**config.mk**
```make
export PLATFORM = sky130hd
export DESIGN_NAME = fcd_luma
export DESIGN_NICKNAME = d
export VERILOG_FILES = /design/src/rtl/core/fcd_pkg.sv /design/src/rtl/core/fcd_luma.sv
export SDC_FILE = /design/constraint.sdc
export NUM_CORES = 1
export LEC_CHECK = 0
export ABC_AREA = 0
export BUFFER_PORTS_ARGS = -buffer_cell sky130_fd_sc_hd__buf_2
export CORE_MARGIN = 2
export CORE_UTILIZATION = 60
export DETAILED_ROUTE_END_ITERATION = 8
export PLACE_DENSITY_LB_ADDON = 0.2
export SLEW_MARGIN = 20
export SYNTH_ARGS = -nofsm -noshare
export SYNTH_HDL_FRONTEND = slang
export SYNTH_SLANG_ARGS = --single-unit
```
**constraint.sdc**
```tcl
create_clock -name vclk -period 7.2
set_clock_uncertainty 0.1 [all_clocks]
set_input_delay 0 -clock vclk [all_inputs]
set_output_delay 0 -clock vclk [all_outputs]
set_load 0.02 [all_outputs]
```
**src/rtl/core/fcd_pkg.sv**
```systemverilog
`default_nettype none

package fcd_pkg;

	// field and register widths
	localparam int DIM_W  = 13;
	localparam int POS_W  = 12;
	localparam int FMT_W  = 3;
	localparam int SUM_W  = 16;
	localparam int LUMA_W = 8;
	localparam int WORD_W = 32;
	localparam int CFG_W  = 16;

	// frame dimension limits
	localparam logic [DIM_W-1:0] DIM_MIN = 13'd32;
	localparam logic [DIM_W-1:0] DIM_MAX = 13'd4096;

	// register defaults
	localparam logic [DIM_W-1:0] WIDTH_RST     = 13'd1920;
	localparam logic [DIM_W-1:0] HEIGHT_RST    = 13'd1080;
	localparam logic [SUM_W-1:0] THRESHOLD_RST = 16'd1200;

	// divide by three: (x * 683) >> 11 is exact for x up to 765
	localparam int LUMA_RECIP = 683;
	localparam int LUMA_SHIFT = 11;
	localparam int PROD_W     = 20;

	typedef enum logic [1:0] {
		CFG_FRAME_WIDTH      = 2'd0,
		CFG_FRAME_HEIGHT     = 2'd1,
		CFG_PIX_FMT          = 2'd2,
		CFG_CHANGE_THRESHOLD = 2'd3
	} cfg_reg_t;

	typedef enum logic [FMT_W-1:0] {
		FMT_RGBA8  = 3'd0,
		FMT_BGRA8  = 3'd1,
		FMT_ARGB10 = 3'd2,
		FMT_ABGR10 = 3'd3,
		FMT_NONE   = 3'd4
	} pix_fmt_t;

	// per-pixel raster status
	typedef struct packed {
		logic hit;
		logic last;
	} trk_info_t;

endpackage

`default_nettype wire

```
**src/rtl/core/fcd_luma.sv**
```systemverilog
`default_nettype none

module fcd_luma
	import fcd_pkg::*;
(
	input  logic [WORD_W-1:0] pixel_word,
	input  pix_fmt_t          fmt_sel,
	output logic [LUMA_W-1:0] luma
);

	logic [7:0]        r_c;
	logic [7:0]        g_c;
	logic [7:0]        b_c;
	logic [9:0]        sum_c;
	logic [PROD_W-1:0] prod_c;

	// unpack channels, 10-bit formats drop the two low bits
	always_comb begin
		r_c = '0;
		g_c = '0;
		b_c = '0;
		case (fmt_sel)
			FMT_RGBA8: begin
				r_c = pixel_word[7:0];
				g_c = pixel_word[15:8];
				b_c = pixel_word[23:16];
			end
			FMT_BGRA8: begin
				b_c = pixel_word[7:0];
				g_c = pixel_word[15:8];
				r_c = pixel_word[23:16];
			end
			FMT_ARGB10: begin
				r_c = pixel_word[29:22];
				g_c = pixel_word[19:12];
				b_c = pixel_word[9:2];
			end
			FMT_ABGR10: begin
				b_c = pixel_word[29:22];
				g_c = pixel_word[19:12];
				r_c = pixel_word[9:2];
			end
			default: begin
				r_c = '0;
				g_c = '0;
				b_c = '0;
			end
		endcase
	end

	// average the three channels
	assign sum_c  = {2'b00, r_c} + {2'b00, g_c} + {2'b00, b_c};
	assign prod_c = PROD_W'(sum_c) * PROD_W'(LUMA_RECIP);
	assign luma   = prod_c[LUMA_SHIFT +: LUMA_W];

endmodule

`default_nettype wire

```
---- Word-level counts from Yosys, hierarchy flattened ----
Index checks and enable logic that the tools add are counted.
storage, ports and cells
  flip-flop bits (word level) ............. 0
  memory bits (writable) .................. 0
  bits in latches ......................... 0
  memories kept ........................... 0
  ROM bits ................................ 0
  logic and storage cells ................. 12
cells by class
  $mul .................................... 1
  shift operators ......................... 0
  multiplexer cells ....................... 3
  magnitude comparators ................... 0
  equal/unequal tests ..................... 3
  add/sub/neg operators ................... 2
  reduce and logical (&&, ||, !) cells .... 3
  bitwise gates (word level) .............. 0
  divide/modulo/power cells ............... 0
operator list
  cell                                                 number
  one-hot mux 8 bit (4 select lines)                   2
  multiplier 10 x 10 -> 19 bit, second input constant  1
  one-hot mux 8 bit (2 select lines)                   1
  adder 9 x 8 -> 10 bit                                1
  adder 8 x 8 -> 9 bit                                 1
  == test 3 x 2 -> 1 bit, second input constant        2
  OR reduction 2 bit                                   2
  == test 3 x 1 -> 1 bit, second input constant        1
  logical NOT 3 bit                                    1

---- Depth between registers and ports, before layout ----
  word-level depth ........................ 6
  gate-level depth with buffers ........... 32
  gate-level depth less buffers ........... 29

---- Least setup slack after synthesis ----
No wires, ideal clock.
  path kind ............................... input-to-output
  from .................................... input fmt_sel[1]
  to ...................................... output luma[7]
  slack ................................... 0.575 ns
  data required time ...................... 7.100 ns
  stages on the path ...................... 27
  arrival ................................. 6.525 ns
  path through ............................ buf_2 -> buf_2 -> buf_4 -> mux2i_1 -> or2_2 -> fa_1 -> inv_1 -> ha_1 -> a21o_1 -> a21oi_1 -> nor2b_1 -> o21a_1 -> o41a_1 -> xor2_1 -> ha_1 -> ha_1 -> fa_1 -> fa_1 -> fa_1 -> ha_1 -> nand2_1 -> nor3_1 -> nor2_1 -> a31oi_2 -> a41o_1 -> a21oi_2 -> xnor2_1
on the way
  word-level cells in the longest chain between the ends .. 6
ends and longest elaborated chain
  element                                               line            source
  from (decl)                                           fcd_luma.sv:7   input pix_fmt_t fmt_sel,
  == test 3 x 2 -> 1 bit, or another cell as far along  fcd_luma.sv:22  case (fmt_sel)
  OR reduction 2 bit (no line)                          -
  one-hot mux 8 bit (2 select lines)                    fcd_luma.sv:22
  adder 8 x 8 -> 9 bit                                  fcd_luma.sv:52  assign sum_c = {2'b00, r_c} + {2'b00, g_c} + {2'b00, b_c};
  adder 9 x 8 -> 10 bit *                               fcd_luma.sv:52
  multiplier 10 x 10 -> 19 bit *                        fcd_luma.sv:53  assign prod_c = PROD_W'(sum_c) * PROD_W'(LUMA_RECIP);
  to (decl)                                             fcd_luma.sv:8   output logic [LUMA_W-1:0] luma
Every way passes the cells marked *; elsewhere a longest branch is shown, timed or not.

---- Final worst setup path ----
  from .................................... input fmt_sel[0]
  to ...................................... output luma[7]
The elaborated chain is that of the path after synthesis.

==> flow_summary_export.csv <==
group,metric,value,unit
global_route,grt_use_total,0.196,
global_route,antenna_found_initial,0,
timing,timing.setup.tns,0,ns
route,route.detailed.drc,0,
floorplan,io_pins,43,
yosys,yosysSeqAreaShare,0,
route,top_layer_used,"met4",
yosys,synthCells,270,
layout,area_delta_synth_final,10.2,%
status,status,"complete, no violations",
setup_path,cp_slowest_cell,"fa_1",
timing,hold_violations,0,
placed_design,gp_congestion,0.836,
placed_design,port-buffer-count,41,
route,dr_wl_met2,2390,µm
timing,period_minus_slack,6.81,ns
floorplan,floorplan.initialDensity,0.625,
route,wl_met1,2190,µm
timing,worst_slew_pin_slew,0.479,ns
floorplan,dieArea,5120,µm²
timing,fmax,147,MHz
timing,slew_headroom,0.679,
timing,setup_violations,0,
min_path,holdPathStages,10,
floorplan,die_h,71.6,µm
setup_path,startpoint_type,"primary input",
min_path,worstHoldEndpoint,"luma[7]",
yosys,avgSynthCellArea,10.1,µm²
timing,slew_violations,0,
clock_tree,cts_setup_buffers,0,
floorplan,core_area,4380,µm²
global_route,grt_pass1_vias,1980,
setup_path,cp.arrival,6.71,ns
placed_design,dp_hpwl,4500,µm
global_route,grt_pass1_wl,8280,µm
setup_path,cp_top_family,"adder cells",
layout,seq_cell_count,0,
route,drt-wirelength-per-cell,13.1,µm
yosys,syn_nets,398,
setup_path,required,7.10,ns
route,first_pass_iters,4,
setup_path,cp_slowest_stage_delay,0.58,ns
layout,ff_latch_area,0,µm²
floorplan,std_cell_rows,24,
route,num_vias,1981,
min_path,min_from,"pixel_word[15]",
flow_run,cap_violations,0,
layout,n_antenna_cell,0,
route,antenna_left,0,
floorplan,fp.dieW,71.6,µm
yosys,synthDistinctLibCells,38,
setup_path,endpoint_kind,"output port",
clock_tree,cts_hold_buf,0,
yosys,netlist_area,2740,µm²
timing,period_share,0.946,
route,drt-initial-drc-count,37,
layout,drive_gt1_frac,0.259,
setup_path,path_class,"primary input to output port",
route,wl_met3,129,µm
route,wirelength,4740,µm
setup_path,critPathMaxFanout,10,
timing,rsz0062_at_grt,"false",
global_route,grt_max_degree,25,
yosys,yosysWarningCount,0,
setup_path,critPathMostFrequentCell,"fa_1",
layout,clkbuf_count,0,
min_path,holdCritPathClass,"primary input to output port",
route,viasPerCell,5.49,
layout,nNetsFinal,439,
setup_path,cp.buffers_inverters,6,
global_route,grt_overflow,0,
## logic make-up (layout without fill, tap and decap cells)
family / Yosys count / after routing / synth area share
buffers and inverters: 58 / 97 / 0.0826
AND/OR/NAND/NOR: 44 / 44 / 0.0904
adder cells (fa/ha/maj): 93 / 93 / 0.507
XOR/XNOR: 20 / 20 / 0.0694
AO/OA/AOI/OAI: 31 / 31 / 0.0900
multiplexers: 24 / 24 / 0.161
## worst min-delay path: stages
cell     delay [ns]
buf_2          0.09
mux2i_1        0.06
nor2_1         0.14
fa_1           0.27
nand2_1        0.08
nor2_2         0.07
buf_4          0.16
xnor2_2        0.14
xnor2_1        0.06
buf_2          0.15
## placed cells by master (no fill, tap or decap), types with 9 or more instances in the layout
master / instances
a21o_1: 9
buf_2: 41
fa_1: 30
ha_1: 63
inv_1: 50
mux4_2: 16
nand2b_1: 11
xnor2_1: 12
## repair_timing
action	in CTS	in global routing
endpoints found under the setup margin	0	2
hold endpoints to repair	0	0
gates resized for setup	0	1
## through the flow
stage	area [µm²]	utilization	worst slack, ns	hold slack [ns]	cells
4_1_cts	3010	0.687	0.334	1.11	361
5_1_grt	3020	0.689	0.0134	1.19	361
3_3_place_gp	3010	0.687	0.454	1.08	361
6_report	3020	0.689	0.386	1.13	361
2_1_floorplan	2740	-	0.575	0.785	270
3_5_place_dp	3010	0.687	0.349	1.11	361
## area by class of cell
type	count	area (µm²)
repair buffers	46	243
inverters	51	191
fillers	349	1360
multi-input cells	212	2520
well taps	52	65.1
## cell usage after synthesis (6+ instances only)
library cell | number | area, µm²
mux2i_1 | 8 | 80.1
xor2_1 | 6 | 52.6
xnor2_1 | 12 | 105
nand2b_1 | 11 | 68.8
ha_1 | 63 | 788
nor2b_1 | 7 | 43.8
a21o_1 | 9 | 67.6
nor2_1 | 8 | 30.0
fa_1 | 30 | 601
a21oi_1 | 8 | 40.0
inv_1 | 50 | 188
nand2_1 | 7 | 26.3
mux4_2 | 16 | 360
## worst max path at each step
stage / start / cells past startpoint / slack (ns) / endpoint
after floorplan: fmt_sel[1] / 27 / 0.57 / luma[7]
after global placement: fmt_sel[0] / 26 / 0.45 / luma[7]
after detailed placement: fmt_sel[0] / 26 / 0.35 / luma[7]
after CTS: fmt_sel[0] / 26 / 0.33 / luma[7]
after global routing: fmt_sel[0] / 30 / 0.01 / luma[7]
final: fmt_sel[0] / 26 / 0.39 / luma[7]
## per-layer routing
metal / global-route usage / vias to the layer above
li1: - / 1001
met1: 0.268 / 934
met2: 0.366 / 44
met3: 0.00422 / 2
met4: 0.0126 / 0
met5: 0 / -
Power is not shown: default switching activity piles up to over one toggle a cycle in this logic, so the estimate is an artifact.
