### config.mk
export PLATFORM = sky130hd
export DESIGN_NAME = fcd_raster
export DESIGN_NICKNAME = d
export VERILOG_FILES = /design/src/rtl/core/fcd_pkg.sv /design/src/rtl/core/fcd_raster.sv
export SDC_FILE = /design/constraint.sdc
export NUM_CORES = 1
export LEC_CHECK = 0
export BUFFER_PORTS_ARGS = -buffer_cell sky130_fd_sc_hd__buf_2
export CAP_MARGIN = 20
export CORE_MARGIN = 3
export CORE_UTILIZATION = 67
export DETAILED_ROUTE_END_ITERATION = 10
export PLACE_DENSITY_LB_ADDON = 0.2
export SLEW_MARGIN = 30
export SYNTH_ARGS = -nofsm -noshare
export SYNTH_HDL_FRONTEND = slang
export SYNTH_SLANG_ARGS = --single-unit
### constraint.sdc
create_clock -name clk -period 13.1 [get_ports clk]
set_input_delay 0 -clock clk [delete_from_list [all_inputs] [get_ports clk]]
set_output_delay 0 -clock clk [all_outputs]
set_load 0.01 [all_outputs]
### src/rtl/core/fcd_pkg.sv
`default_nettype none

package fcd_pkg;

	// field and register widths
	localparam int DIM_W  = 13;
	localparam int POS_W  = 12;
	localparam int FMT_W  = 3;
	localparam int SUM_W  = 16;
	localparam int LUMA_W = 8;
	localparam int WORD_W = 32;
	localparam int CFG_W  = 16;

	// frame dimension limits
	localparam logic [DIM_W-1:0] DIM_MIN = 13'd32;
	localparam logic [DIM_W-1:0] DIM_MAX = 13'd4096;

	// register defaults
	localparam logic [DIM_W-1:0] WIDTH_RST     = 13'd1920;
	localparam logic [DIM_W-1:0] HEIGHT_RST    = 13'd1080;
	localparam logic [SUM_W-1:0] THRESHOLD_RST = 16'd1200;

	// divide by three: (x * 683) >> 11 is exact for x up to 765
	localparam int LUMA_RECIP = 683;
	localparam int LUMA_SHIFT = 11;
	localparam int PROD_W     = 20;

	typedef enum logic [1:0] {
		CFG_FRAME_WIDTH      = 2'd0,
		CFG_FRAME_HEIGHT     = 2'd1,
		CFG_PIX_FMT          = 2'd2,
		CFG_CHANGE_THRESHOLD = 2'd3
	} cfg_reg_t;

	typedef enum logic [FMT_W-1:0] {
		FMT_RGBA8  = 3'd0,
		FMT_BGRA8  = 3'd1,
		FMT_ARGB10 = 3'd2,
		FMT_ABGR10 = 3'd3,
		FMT_NONE   = 3'd4
	} pix_fmt_t;

	// per-pixel raster status
	typedef struct packed {
		logic hit;
		logic last;
	} trk_info_t;

endpackage

`default_nettype wire

### src/rtl/core/fcd_raster.sv
`default_nettype none

module fcd_raster
	import fcd_pkg::*;
#(
	parameter int GRID_SIZE = 16
) (
	input  logic                                clk,
	input  logic                                arst_n,
	input  logic                                advance,
	input  logic [DIM_W-1:0]                    frame_width,
	input  logic [DIM_W-1:0]                    frame_height,
	output trk_info_t                           info,
	output logic [$clog2(GRID_SIZE*GRID_SIZE)-1:0] sample_idx
);

	localparam int IDX_W = $clog2(GRID_SIZE * GRID_SIZE);
	localparam int GC_W  = $clog2(GRID_SIZE);
	localparam int TWO_G = 2 * GRID_SIZE;
	localparam int NUM_W = $clog2(TWO_G) + DIM_W;

	logic [POS_W-1:0] col_q;
	logic [POS_W-1:0] row_q;
	logic [GC_W-1:0]  gcol_q;
	logic [GC_W-1:0]  grow_q;

	logic [DIM_W-1:0] w_c;
	logic [DIM_W-1:0] h_c;
	logic [NUM_W-1:0] col_num_c;
	logic [NUM_W-1:0] row_num_c;
	logic [NUM_W-1:0] col_lo_c;
	logic [NUM_W-1:0] row_lo_c;
	logic             col_hit_c;
	logic             row_hit_c;
	logic             col_more_c;
	logic             row_more_c;

	// saturate dimensions
	always_comb begin
		w_c = frame_width;
		if (frame_width < DIM_MIN) w_c = DIM_MIN;
		else if (frame_width > DIM_MAX) w_c = DIM_MAX;
		h_c = frame_height;
		if (frame_height < DIM_MIN) h_c = DIM_MIN;
		else if (frame_height > DIM_MAX) h_c = DIM_MAX;
	end

	// position matches (2g+1)*size / 2G when pos*2G <= num < pos*2G + 2G
	assign col_num_c = NUM_W'({gcol_q, 1'b1}) * NUM_W'(w_c);
	assign row_num_c = NUM_W'({grow_q, 1'b1}) * NUM_W'(h_c);
	assign col_lo_c  = NUM_W'(col_q) * NUM_W'(TWO_G);
	assign row_lo_c  = NUM_W'(row_q) * NUM_W'(TWO_G);
	assign col_hit_c = (col_lo_c <= col_num_c) &&
		({1'b0, col_num_c} < ({1'b0, col_lo_c} + (NUM_W+1)'(TWO_G)));
	assign row_hit_c = (row_lo_c <= row_num_c) &&
		({1'b0, row_num_c} < ({1'b0, row_lo_c} + (NUM_W+1)'(TWO_G)));

	assign col_more_c = ({1'b0, col_q} + 13'd1) < w_c;
	assign row_more_c = ({1'b0, row_q} + 13'd1) < h_c;

	assign info.hit   = col_hit_c && row_hit_c;
	assign info.last  = !col_more_c && !row_more_c;
	assign sample_idx = IDX_W'(grow_q) * IDX_W'(GRID_SIZE) + IDX_W'(gcol_q);

	// advance raster and grid position per accepted request
	always_ff @(posedge clk or negedge arst_n) begin
		if (!arst_n) begin
			col_q  <= '0;
			row_q  <= '0;
			gcol_q <= '0;
			grow_q <= '0;
		end else if (advance) begin
			if (info.hit) begin
				if (gcol_q == GC_W'(GRID_SIZE - 1)) begin
					gcol_q <= '0;
					if (grow_q != GC_W'(GRID_SIZE - 1)) grow_q <= grow_q + 1'b1;
				end else begin
					gcol_q <= gcol_q + 1'b1;
				end
			end
			if (col_more_c) begin
				col_q <= col_q + 1'b1;
			end else begin
				col_q  <= '0;
				gcol_q <= '0;
				if (row_more_c) begin
					row_q <= row_q + 1'b1;
				end else begin
					row_q  <= '0;
					grow_q <= '0;
				end
			end
		end
	end

endmodule

`default_nettype wire

# --- Word-level counts from Yosys, hierarchy flattened ---
# Cells that the tools add are included.
classes:
  magnitude_cmp: 10
  shift: 0
  div_mod_pow: 0
  reduce_logical: 8
  eq_ne: 3
  mux: 14
  mul: 2
  bitwise_logic: 1
  n_addsub: 9
op_table:
  columns: ["operator", "count"]
  rows:
  - ["$mux W13", 4]
  - ["$add A17 B6 Y18 const B", 2]
  - ["$le A17 B18 Y1", 2]
  - ["$lt A18 B18 Y1", 2]
  - ["$mul A5 B13 Y18", 2]
  - ["$mux W4", 8]
  - ["$add A12 B1 Y13 const B", 2]
  - ["$gt A13 B13 Y1 const B", 2]
  - ["$lt A13 B13 Y1", 2]
  - ["$lt A13 B6 Y1 const B", 2]
  - ["$add A12 B1 Y12 const B", 2]
  - ["$mux W12", 2]
  - ["$add A4 B1 Y4 const B", 2]
  - ["$add A8 B4 Y8", 1]
  - ["$eq A4 B4 Y1 const B", 1]
  - ["$logic_and A1 B1 Y1", 4]
  - ["$ne A4 B4 Y1 const B", 1]
  - ["$reduce_and A2 Y1", 2]
  - ["$logic_not A1 Y1", 2]
  - ["$ne A2 B2 Y1 const B", 1]
  - ["$not A1 Y1", 1]
totals:
  out_inout_bits: 10
  romBits: 0
  memories: 0
  regBits: 32
  ramBits: 0
  elab_cells: 51
  latchBits: 0

# --- Depth between registers and ports, before layout ---
# Gate-level depths: netlist (run 1).
depth:
  ltp_word: 10
  mapped_depth: 31
  mapped_depth_nobuf: 29

# --- Worst setup path before layout (run 1) ---
# OpenSTA, ideal clock, no wires.
synth_path:
  path_type: "register -> register"
  startpoint: "register gcol_q[2]"
  endpoint: "register grow_q[2]"
  t_arrival_ns: 6.514
  slack_ns: 6.468
  path_buffers: 3
  setup_ns: 0.119
  synth_period_minus_slack_ns: 6.632
  path_stages_with_launch: 26
  cell_sequence: "dfrtp_1 clkbuf_1 clkbuf_1 nand2_1 fa_1 fa_1 inv_1 fa_1 ha_1 a21o_1 a21oi_1 o21ai_0 a21oi_1 o21bai_1 a21oi_1 xnor2_1 ha_1 o41ai_1 a2111oi_0 nor4_2 a311oi_1 a2111oi_4 or3b_1 buf_6 o41a_1 o21a_1"
synth_via:
  elab_chain_cells: 7
  word_cells_on_any_way: 10
  cone_classes: "mul: 1; order compare: 2; eq/ne: 1; mux: 4; reduce/logical: 2"
synth_rtl:
  columns: ["element", "line", "source"]
  rows:
  - ["start: declaration", "fcd_raster.sv:24", "logic [GC_W-1:0] gcol_q;"]
  - ["start signal: assignment", "fcd_raster.sv:78", "gcol_q <= gcol_q + 1'b1;"]
  - ["$mul A5 B13 Y18", "fcd_raster.sv:49", "assign col_num_c = NUM_W'({gcol_q, 1'b1}) * NUM_W'(w_c);"]
  - ["$le A17 B18 Y1 / $lt A18 B18 Y1 (equally long branches)", "fcd_raster.sv:53, fcd_raster.sv:54", null]
  - ["$logic_and A1 B1 Y1", "fcd_raster.sv:53", "assign col_hit_c = (col_lo_c <= col_num_c) &&"]
  - ["$logic_and A1 B1 Y1", "fcd_raster.sv:61", "assign info.hit = col_hit_c && row_hit_c;"]
  - ["$mux W4 (*)", "fcd_raster.sv:73", "if (info.hit) begin"]
  - ["$mux W4", "fcd_raster.sv:86", "if (row_more_c) begin"]
  - ["$mux W4 (*)", "fcd_raster.sv:81", "if (col_more_c) begin"]
  - ["end signal: assignment", "fcd_raster.sv:76", "if (grow_q != GC_W'(GRID_SIZE - 1)) grow_q <= grow_q + 1'b1;"]
  - ["end: declaration", "fcd_raster.sv:25", "logic [GC_W-1:0] grow_q;"]
# Every way passes the cells marked *; elsewhere a longest branch is shown, timed or not.
# A chain may end at the register's enable or synchronous reset.

==> flow_summary.html, run 1 <==
<table>
<tr><th>Metric</th><th>Value</th></tr>
<tr><th colspan="2">Run status</th></tr>
<tr><td>Run status</td><td>completed</td></tr>
<tr><th colspan="2">Synthesis</th></tr>
<tr><td>Proportion of netlist area held by the largest area contributor</td><td>between 10% and 20%</td></tr>
<tr><td>Post-synth EDFFs</td><td>0</td></tr>
<tr><td>Leading area contributor after synthesis</td><td>sky130_fd_sc_hd__ha_1</td></tr>
<tr><td>Number of different library cells in the post-synthesis netlist</td><td>70</td></tr>
<tr><td>Sequential-to-total area share from yosys stat</td><td>about a tenth</td></tr>
<tr><td>Most used flip-flop cell after synthesis</td><td>sky130_fd_sc_hd__dfrtp_1</td></tr>
<tr><td>Average instance area after synthesis</td><td>around 8 um2</td></tr>
<tr><td>Leading post-synthesis cells by cell area</td><td>sky130_fd_sc_hd__ha_1, sky130_fd_sc_hd__fa_1, sky130_fd_sc_hd__dfrtp_1</td></tr>
<tr><td>Proportion of synthesized flip-flops having asynchronous set or reset</td><td>between 90% and 100%</td></tr>
<tr><td>Synth Cell Area</td><td>around 8000 um2</td></tr>
<tr><td>Number of storage elements in the synthesis netlist</td><td>32</td></tr>
<tr><td>Net count after synthesis</td><td>approximately 1200</td></tr>
<tr><td>Ys Warns</td><td>0</td></tr>
<tr><td>Syn Inst Count</td><td>just under 1000</td></tr>
<tr><th colspan="2">Critical path</th></tr>
<tr><td>Worst Setup Start Kind</td><td>flip-flop</td></tr>
<tr><td>Crit Path Class</td><td>flip-flop to output port</td></tr>
<tr><td>Worst R2R Start</td><td>gcol_q[2]</td></tr>
<tr><td>Data required time at the worst endpoint</td><td>13100 ps</td></tr>
<tr><td>Setup slack, reg-to-reg</td><td>5720 ps</td></tr>
<tr><td>Maximum net fanout on the critical path</td><td>20</td></tr>
<tr><td>Worst EP arrival</td><td>about 7500 ps</td></tr>
<tr><td>Crit Reg-Reg Endpoint</td><td>gcol_q[1]</td></tr>
<tr><td>R2R depth</td><td>22</td></tr>
<tr><td>CP Capture Type</td><td>output port</td></tr>
<tr><td>Worst setup path startpoint</td><td>gcol_q[2]</td></tr>
<tr><th colspan="2">Placed design</th></tr>
<tr><td>Count of input and output buffers</td><td>38</td></tr>
<tr><td>Placed Instance Area</td><td>about 8100 um2</td></tr>
<tr><td>Post-detail-place hpwl</td><td>14.95 mm</td></tr>
<tr><td>Final RePlAce weighted congestion</td><td>just over 0.9</td></tr>
<tr><th colspan="2">Power and ir drop</th></tr>
<tr><td>NetSw</td><td>around 900 uW</td></tr>
<tr><td>Share of total power consumed by net switching</td><td>a little over half</td></tr>
<tr><td>Leakage</td><td>about 0.0044 uW</td></tr>
<tr><td>Max rail drop VDD</td><td>just over 200 uV</td></tr>
<tr><td>Internal power summed over all cells</td><td>between 700 and 800 uW</td></tr>
<tr><td>Clock power share</td><td>under 10%</td></tr>
<tr><td>Sequential share of power</td><td>between 10 and 15%</td></tr>
<tr><td>Comb pwr share</td><td>between 80% and 90%</td></tr>
<tr><td>Power density over cell area</td><td>between 200 and 250 nW/um2</td></tr>
<tr><th colspan="2">Timing</th></tr>
<tr><td>Transition at the pin with the smallest max-transition slack</td><td>945.0 ps</td></tr>
<tr><td>RSZ-0062 raised after global routing</td><td>false</td></tr>
<tr><td>Highest Clock Rate</td><td>approximately 130 MHz</td></tr>
<tr><td>Hold Violations, Final</td><td>0</td></tr>
<tr><td>Pins Over Slew Limit</td><td>0</td></tr>
<tr><td>Total negative slack</td><td>0 ps</td></tr>
<tr><td>Worst clock skew</td><td>around 6.4 ps</td></tr>
<tr><td>Worst slew margin relative to its limit</td><td>a little over a third</td></tr>
<tr><td>Setup violators final</td><td>0</td></tr>
<tr><td>Minimum clock period</td><td>7484 ps</td></tr>
<tr><td>Final clock period utilization by the worst path</td><td>between 50% and 60%</td></tr>
<tr><th colspan="2">Final layout</th></tr>
<tr><td>Number of diodes added for antenna fixing</td><td>0</td></tr>
<tr><td>Ratio of cells with drive above 1 in the final layout</td><td>6.193%</td></tr>
<tr><td>Combined area of the multi-input logic cells</td><td>between 6000 and 7000 um2</td></tr>
<tr><td>Seq. cell area</td><td>between 800 and 900 um2</td></tr>
<tr><td>Fillers</td><td>890</td></tr>
<tr><td>NumNets Final</td><td>~1200</td></tr>
<tr><td>Relative area change from synthesis to final layout</td><td>5.418%</td></tr>
<tr><td>Final design area excluding fillers</td><td>8302 um2</td></tr>
<tr><th colspan="2">Clocking</th></tr>
<tr><td>Number of clock sinks</td><td>32</td></tr>
<tr><td>Number of buffers on the longest clock path</td><td>2</td></tr>
<tr><td>Skew-Pair Late Insertion Delay</td><td>roughly 280 ps</td></tr>
<tr><td>CTS clk-pin slew, worst paths</td><td>~50 ps</td></tr>
<tr><td>Root cell of the clock tree</td><td>sky130_fd_sc_hd__clkbuf_16</td></tr>
<tr><td>CTS-repair resized insts</td><td>0</td></tr>
<tr><td>TritonCTS buffer count</td><td>5</td></tr>
<tr><td>H-tree depth</td><td>2</td></tr>
<tr><td>CTS tree</td><td>built</td></tr>
<tr><td>Number of buffers inserted by post-CTS setup repair</td><td>0</td></tr>
<tr><th colspan="2">Die</th></tr>
<tr><td>Area of the core</td><td>roughly 11000 um2</td></tr>
<tr><td>Chip height</td><td>~110 um</td></tr>
<tr><td>Number of top-level pins</td><td>39</td></tr>
<tr><td>Die area</td><td>13090 um2</td></tr>
<tr><td>Row count</td><td>38</td></tr>
<tr><td>Initial Utilization</td><td>between 70% and 80%</td></tr>
<tr><td>Die Span X</td><td>between 100 and 150 um</td></tr>
<tr><th colspan="2">Drt</th></tr>
<tr><td>Routed len/inst</td><td>between 15 and 20 um</td></tr>
<tr><td>Initial drt markers</td><td>roughly 680</td></tr>
<tr><td>Total wire length after detailed routing</td><td>around 18 mm</td></tr>
<tr><td>Vias</td><td>slightly below 7000</td></tr>
<tr><td>Pre-Repair DR Iteration Count</td><td>5</td></tr>
<tr><td>Count of antenna-violating nets left after detailed routing</td><td>0</td></tr>
<tr><td>DRC errors left</td><td>0</td></tr>
<tr><td>DR vias/cell</td><td>about 6.1</td></tr>
<tr><th colspan="2">Hold path</th></tr>
<tr><td>Source of the worst hold timing path</td><td>advance</td></tr>
<tr><td>Min-Delay Path Depth</td><td>3</td></tr>
<tr><td>Min-Delay Path Class</td><td>primary input to flip-flop</td></tr>
<tr><td>Destination of the worst hold path</td><td>col_q[1]</td></tr>
<tr><th colspan="2">Global route</th></tr>
<tr><td>First-pass GRT wire length</td><td>~30 mm</td></tr>
<tr><td>Number of global-route vias before repair</td><td>around 6500</td></tr>
<tr><td>Maximum number of pins on one net before global-route repair</td><td>36</td></tr>
<tr><td>Grt total ovfl</td><td>0</td></tr>
<tr><td>Initial antenna violation count</td><td>0</td></tr>
<tr><td>Overall routing resource usage</td><td>between 20% and 30%</td></tr>
<tr><th colspan="2">Flow run</th></tr>
<tr><td>Max capacitance violation total</td><td>0</td></tr>
</table>
[power by group through the flow]
stage	Clock, uW	Combinational, uW	Sequential (uW)
floorplan	0	1080	168
global placement	0	1320	205
detailed placement	0	1350	207
CTS	118	1360	206
global route	123	1560	216
finish	118	1380	210
[layout by cell type (no fill, tap or decap), drive strengths merged, types with 18 or more instances in the layout]
cell type,count
a21oi,38
and2,52
and3,41
buf,41
dfrtp,32
fa,66
ha,122
inv,150
nand2,72
nand3,40
nor2,40
nor2b,18
o21ai,34
o31ai,18
xnor2,28
xor2,20
[critical path: stages, from the launching register on]
cell,delay [ps]
sky130_fd_sc_hd__dfrtp_1,780
sky130_fd_sc_hd__nand2_1,160
sky130_fd_sc_hd__fa_1,520
sky130_fd_sc_hd__fa_1,540
sky130_fd_sc_hd__inv_1,50
sky130_fd_sc_hd__fa_1,450
sky130_fd_sc_hd__ha_1,360
sky130_fd_sc_hd__a21o_1,190
sky130_fd_sc_hd__a21oi_1,240
sky130_fd_sc_hd__o21ai_0,140
sky130_fd_sc_hd__a21oi_1,230
sky130_fd_sc_hd__o21bai_1,100
sky130_fd_sc_hd__a21oi_1,280
sky130_fd_sc_hd__xnor2_1,140
sky130_fd_sc_hd__ha_1,240
sky130_fd_sc_hd__o41ai_1,620
sky130_fd_sc_hd__a2111oi_0,170
sky130_fd_sc_hd__nor4_2,370
sky130_fd_sc_hd__a311oi_1,190
sky130_fd_sc_hd__a2111oi_4,410
sky130_fd_sc_hd__or3b_1,530
sky130_fd_sc_hd__nand2b_1,260
sky130_fd_sc_hd__inv_1,110
sky130_fd_sc_hd__buf_2,130
[sequential cells by signal, indices dropped and copies added (netlist names)]
name,cells
col_q,12
row_q,12
gcol_q,4
grow_q,4
[stage by stage]
stage / hold slack [ps] / utilization [%] / setup slack, ps / instances / power (uW)
floorplan: -295.6 / - / 6468 / 965 / 1245
global placement: 91.12 / 72.87 / 5998 / 1116 / 1521
detailed placement: 96.50 / 72.87 / 5803 / 1116 / 1554
CTS: 234.4 / 74.30 / 5746 / 1125 / 1684
global route: 294.9 / 74.30 / 5063 / 1125 / 1901
finish: 249.4 / 74.30 / 5616 / 1125 / 1705
[worst max-delay path by stage]
| stage | slack (ps) | endpoint | cells past startpoint |
|---|---|---|---|
| after global placement | 6000 | grow_q[3] | 23 |
| final | 5620 | info[1] | 23 |
| after global routing | 5060 | info[1] | 23 |
| after floorplan | 6470 | grow_q[2] | 25 |
| after CTS | 5750 | info[1] | 23 |
| after detailed placement | 5800 | gcol_q[1] | 27 |
[routing by layer]
layer,global-route usage [%],vias to the layer above,part of all wire (%)
li1,-,3362,-
met1,45.71,3254,50
met2,41.95,244,42
met3,4.968,18,7.4
met4,2.613,0,0.48
met5,0,-,0
[what timing repair did]
item                                    4_1_cts  5_1_grt
hold endpoints to repair                     32        0
hold buffers                                  1        0
endpoints found under the setup margin        0        0
[synth_stat cells, types with 6 or more instances]
cell and number:
sky130_fd_sc_hd__nand2_1 72, sky130_fd_sc_hd__dfrtp_1 32, sky130_fd_sc_hd__inv_1 150, sky130_fd_sc_hd__nand2b_1 8
sky130_fd_sc_hd__nand4_1 9, sky130_fd_sc_hd__xnor2_1 27, sky130_fd_sc_hd__a211o_1 6, sky130_fd_sc_hd__a211oi_1 9
sky130_fd_sc_hd__a2111oi_0 7, sky130_fd_sc_hd__nor4b_1 7, sky130_fd_sc_hd__o31ai_1 18, sky130_fd_sc_hd__o21ai_0 34
sky130_fd_sc_hd__nand3_1 39, sky130_fd_sc_hd__a31oi_1 7, sky130_fd_sc_hd__fa_1 66, sky130_fd_sc_hd__o211ai_1 8
sky130_fd_sc_hd__and3_1 41, sky130_fd_sc_hd__nor3_1 11, sky130_fd_sc_hd__nor2b_1 18, sky130_fd_sc_hd__nor2_1 40
sky130_fd_sc_hd__or3_1 9, sky130_fd_sc_hd__ha_1 122, sky130_fd_sc_hd__a21oi_1 38, sky130_fd_sc_hd__and2_1 52
sky130_fd_sc_hd__a21o_1 16, sky130_fd_sc_hd__o21a_1 8, sky130_fd_sc_hd__clkbuf_1 25, sky130_fd_sc_hd__xor2_1 20
[cell type report]
type / instances / area share (%)
sequential: 32 / 9.646
clock buffer: 7 / 1.718
tap: 140 / 2.110
timing repair buffer: 42 / 2.683
clock inverter: 1 / 0.09043
inverter: 150 / 6.782
multi-input combinational: 753 / 76.97
[cells by family after synthesis]
| group | share of synthesized area [%] |
|---|---|
| buf+inv | 8.691 |
| simple gates | 22.77 |
| compound gates | 15.92 |
| fa+ha+maj | 36.16 |
| flops | 10.17 |
| xor+xnor | 6.022 |
| mux | 0.2701 |
Power figures use the tool's default switching activity.
==> run 2, diff against run 1 <==
CORE_UTILIZATION = 65   (was 67)
clock period = 7.38 ns   (was 13.1 ns; I/O delays follow)
==> run 2 against run 1 <==
Net effect: die area increased by 2.9%; register-to-register slack got worse by 5200 ps; worst setup slack got worse by 5200 ps; critical endpoint unchanged; critical path type unchanged; sequential power increased by 69%.
==> flow_summary.html, run 2 (synthesis results as in run 1) <==
<table>
<tr><th>Metric</th><th>Value</th></tr>
<tr><th colspan="2">Placed design</th></tr>
<tr><td>Post-detail-place hpwl</td><td>approximately 15 mm</td></tr>
<tr><td>Final RePlAce weighted congestion</td><td>0.8921</td></tr>
<tr><td>Count of input and output buffers</td><td>38</td></tr>
<tr><td>Placed Instance Area</td><td>8250 um2</td></tr>
<tr><th colspan="2">Drt</th></tr>
<tr><td>Routed len/inst</td><td>around 16 um</td></tr>
<tr><td>Total wire length after detailed routing</td><td>about 18 mm</td></tr>
<tr><td>Vias</td><td>approximately 7000</td></tr>
<tr><td>Pre-Repair DR Iteration Count</td><td>5</td></tr>
<tr><td>Count of antenna-violating nets left after detailed routing</td><td>0</td></tr>
<tr><td>DRC errors left</td><td>0</td></tr>
<tr><td>DR vias/cell</td><td>between 6 and 7</td></tr>
<tr><td>Initial drt markers</td><td>~620</td></tr>
<tr><th colspan="2">Critical path</th></tr>
<tr><td>Worst setup path startpoint</td><td>gcol_q[3]</td></tr>
<tr><td>Worst EP arrival</td><td>between 6000 and 7000 ps</td></tr>
<tr><td>R2R depth</td><td>23</td></tr>
<tr><td>Crit Path Class</td><td>flip-flop to output port</td></tr>
<tr><td>Setup slack, reg-to-reg</td><td>~490 ps</td></tr>
<tr><td>Worst path most repeated cell</td><td>sky130_fd_sc_hd__fa_1</td></tr>
<tr><td>Ordered cell list for the critical path</td><td>nand3_1 -&gt; fa_1 -&gt; fa_1 -&gt; inv_1 -&gt; fa_1 -&gt; ha_1 -&gt; a21o_1 -&gt; a21oi_1 -&gt; o21ai_0 -&gt; a21oi_1 -&gt; o21bai_1 -&gt; a21oi_2 -&gt; xnor2_1 -&gt; ha_1 -&gt; o41ai_1 -&gt; buf_4 -&gt; a2111oi_0 -&gt; nor4_2 -&gt; a311oi_1 -&gt; a2111oi_4 -&gt; or3b_1 -&gt; nand2b_1 -&gt; inv_1 -&gt; buf_2</td></tr>
<tr><td>Slowest stage cell on the critical path</td><td>sky130_fd_sc_hd__fa_1</td></tr>
<tr><td>Data required time at the worst endpoint</td><td>~7400 ps</td></tr>
<tr><td>CP Capture Type</td><td>output port</td></tr>
<tr><td>Maximum net fanout on the critical path</td><td>8</td></tr>
<tr><td>Crit Reg-Reg Endpoint</td><td>grow_q[1]</td></tr>
<tr><td>Critical path depth in cells</td><td>24</td></tr>
<tr><td>Family with the most delay on the worst path</td><td>compound AO/OA/AOI/OAI gates</td></tr>
<tr><td>Max stage delay on crit path</td><td>approximately 540 ps</td></tr>
<tr><td>Worst R2R Start</td><td>gcol_q[3]</td></tr>
<tr><td>Worst Setup Start Kind</td><td>flip-flop</td></tr>
<tr><td>Buffers and inverters on the worst path</td><td>4</td></tr>
<tr><td>Endpoint of the worst setup timing path</td><td>info[1]</td></tr>
<tr><th colspan="2">Final layout</th></tr>
<tr><td>Final design area excluding fillers</td><td>about 8500 um2</td></tr>
<tr><td>Ratio of cells with drive above 1 in the final layout</td><td>under 10%</td></tr>
<tr><td>Most frequent standard cell in the layout excluding fill and tap cells</td><td>sky130_fd_sc_hd__inv_1</td></tr>
<tr><td>Number of diodes added for antenna fixing</td><td>0</td></tr>
<tr><td>Seq. cell area</td><td>803.3 um2</td></tr>
<tr><td>NumNets Final</td><td>roughly 1200</td></tr>
<tr><td>Combined area of the multi-input logic cells</td><td>6405 um2</td></tr>
<tr><td>Most frequent cells in the layout</td><td>sky130_fd_sc_hd__inv_1, sky130_fd_sc_hd__ha_1, sky130_fd_sc_hd__nand2_1, sky130_fd_sc_hd__fa_1, sky130_fd_sc_hd__and2_1</td></tr>
<tr><td>Fillers</td><td>~990</td></tr>
<tr><td>Largest registers</td><td>col_q (12), row_q (12)</td></tr>
<tr><td>Relative area change from synthesis to final layout</td><td>7.436%</td></tr>
<tr><th colspan="2">Run status</th></tr>
<tr><td>Run status</td><td>completed</td></tr>
<tr><th colspan="2">Timing</th></tr>
<tr><td>Pins Over Slew Limit</td><td>0</td></tr>
<tr><td>RSZ-0062 raised after global routing</td><td>false</td></tr>
<tr><td>Minimum clock period</td><td>6933 ps</td></tr>
<tr><td>Setup violators final</td><td>0</td></tr>
<tr><td>Highest Clock Rate</td><td>144.2 MHz</td></tr>
<tr><td>Hold Violations, Final</td><td>0</td></tr>
<tr><td>Worst clock skew</td><td>between 4 and 5 ps</td></tr>
<tr><td>Transition at the pin with the smallest max-transition slack</td><td>~780 ps</td></tr>
<tr><td>Worst slew margin relative to its limit</td><td>roughly 48%</td></tr>
<tr><td>Total negative slack</td><td>0 ps</td></tr>
<tr><td>Final clock period utilization by the worst path</td><td>about 94%</td></tr>
<tr><th colspan="2">Global route</th></tr>
<tr><td>Overall routing resource usage</td><td>29.09%</td></tr>
<tr><td>Number of global-route vias before repair</td><td>roughly 6700</td></tr>
<tr><td>Grt total ovfl</td><td>0</td></tr>
<tr><td>First-pass GRT wire length</td><td>around 32 mm</td></tr>
<tr><td>Initial antenna violation count</td><td>0</td></tr>
<tr><td>Maximum number of pins on one net before global-route repair</td><td>36</td></tr>
<tr><th colspan="2">Clocking</th></tr>
<tr><td>Skew-Pair Late Insertion Delay</td><td>between 200 and 300 ps</td></tr>
<tr><td>CTS tree</td><td>built</td></tr>
<tr><td>H-tree depth</td><td>2</td></tr>
<tr><td>Root cell of the clock tree</td><td>sky130_fd_sc_hd__clkbuf_16</td></tr>
<tr><td>CTS clk-pin slew, worst paths</td><td>about 60 ps</td></tr>
<tr><td>Number of buffers on the longest clock path</td><td>2</td></tr>
<tr><td>Number of buffers inserted by post-CTS setup repair</td><td>0</td></tr>
<tr><td>Number of clock sinks</td><td>32</td></tr>
<tr><td>TritonCTS buffer count</td><td>5</td></tr>
<tr><th colspan="2">Power and ir drop</th></tr>
<tr><td>Power density over cell area</td><td>approximately 370 nW/um2</td></tr>
<tr><td>Internal power summed over all cells</td><td>roughly 1500 uW</td></tr>
<tr><td>NetSw</td><td>1639 uW</td></tr>
<tr><td>Clock power share</td><td>around 8%</td></tr>
<tr><td>Sequential share of power</td><td>a little under an eighth</td></tr>
<tr><td>Max rail drop VDD</td><td>about 190 uV</td></tr>
<tr><td>Comb pwr share</td><td>80.4%</td></tr>
<tr><td>Share of total power consumed by net switching</td><td>between 50% and 60%</td></tr>
<tr><td>Leakage</td><td>0.004449 uW</td></tr>
<tr><th colspan="2">Die</th></tr>
<tr><td>Chip height</td><td>between 100 and 150 um</td></tr>
<tr><td>Die area</td><td>about 13000 um2</td></tr>
<tr><td>Number of top-level pins</td><td>39</td></tr>
<tr><td>Area of the core</td><td>about 12000 um2</td></tr>
<tr><td>Die Span X</td><td>116.1 um</td></tr>
<tr><td>Initial Utilization</td><td>roughly two thirds</td></tr>
<tr><td>Row count</td><td>39</td></tr>
<tr><th colspan="2">Flow run</th></tr>
<tr><td>Max capacitance violation total</td><td>0</td></tr>
<tr><th colspan="2">Hold path</th></tr>
<tr><td>Min-Delay Path Class</td><td>primary input to flip-flop</td></tr>
</table>
run 2: cell types whose count changed in the layout (fill, tap and decap cells not counted), sizes merged:
| cell | change |
|---|---|
| buf | +14 |
| bufinv | +1 |
| clkinvlp | -1 |
run 2: area by class of cell:
type | instances | area share [%]
Clock buffer | 7 | 1.804
Clock inverter | 1 | 0.3549
Inverter | 150 | 6.655
Multi-Input combinational cell | 753 | 75.70
Sequential cell | 32 | 9.494
Tap cell | 143 | 2.115
Timing Repair Buffer | 56 | 3.875
run 2: power by group through the flow:
stage          Combinational [uW]  Clock [uW]  Sequential, uW
4_1_cts                      2490         258             348
5_1_grt                      2860         266             365
6_report                     2520         257             355
2_1_floorplan                1910           0             298
3_3_place_gp                 2410           0             349
3_5_place_dp                 2460           0             349
run 2: worst min path at each step:
stage	start	endpoint	slack (ps)	cells after the start
floorplan	arst_n	col_q[0]	-300	0
detailed placement	arst_n	row_q[3]	100	1
global placement	arst_n	row_q[3]	100	1
CTS	advance	col_q[10]	210	3
finish	advance	col_q[10]	220	3
global route	advance	col_q[10]	270	3
run 2: worst register-to-register path, cell delays in order (launching register included):
cell	delay [ps]
sky130_fd_sc_hd__dfrtp_1	520
sky130_fd_sc_hd__nand3_1	160
sky130_fd_sc_hd__fa_1	530
sky130_fd_sc_hd__fa_1	540
sky130_fd_sc_hd__inv_1	50
sky130_fd_sc_hd__fa_1	460
sky130_fd_sc_hd__ha_1	360
sky130_fd_sc_hd__a21o_1	210
sky130_fd_sc_hd__a21oi_1	210
sky130_fd_sc_hd__o21ai_0	130
sky130_fd_sc_hd__a21oi_1	230
sky130_fd_sc_hd__o21bai_1	130
sky130_fd_sc_hd__a21oi_2	260
sky130_fd_sc_hd__xnor2_1	120
sky130_fd_sc_hd__ha_1	240
sky130_fd_sc_hd__o41ai_1	360
sky130_fd_sc_hd__buf_4	180
sky130_fd_sc_hd__a2111oi_0	70
sky130_fd_sc_hd__nor4_2	330
sky130_fd_sc_hd__a311oi_1	190
sky130_fd_sc_hd__a2111oi_4	420
sky130_fd_sc_hd__or3b_1	480
sky130_fd_sc_hd__o311ai_0	420
sky130_fd_sc_hd__o21ai_0	150
run 2: repair_timing:
action,in CTS,in global routing
setup endpoints to repair,0,9
endpoints found under the hold margin,32,0
hold buffers,1,0
resized for setup,0,5
run 2: metal layers:
| metal | share of wire (%) | track usage (%) | vias to the layer above |
|---|---|---|---|
| met2 | 43 | 43.42 | 183 |
| met3 | 5.2 | 2.663 | 14 |
| met5 | 0 | 0 | - |
| met4 | 0.65 | 3.403 | 0 |
| li1 | - | - | 3387 |
| met1 | 51 | 46.99 | 3361 |
run 2: metrics by stage:
stage / hold slack [ps] / instances / setup WS [ps] / total power [uW] / utilization (%)
2_1_floorplan: -295.6 / 965 / 747.7 / 2209 / -
3_3_place_gp: 96.73 / 1133 / 257.2 / 2757 / 71.04
3_5_place_dp: 99.70 / 1133 / 203.6 / 2808 / 71.04
4_1_cts: 213.0 / 1142 / 345.4 / 3098 / 72.70
5_1_grt: 272.0 / 1142 / 23.24 / 3494 / 72.85
6_report: 224.4 / 1142 / 447.0 / 3132 / 72.85
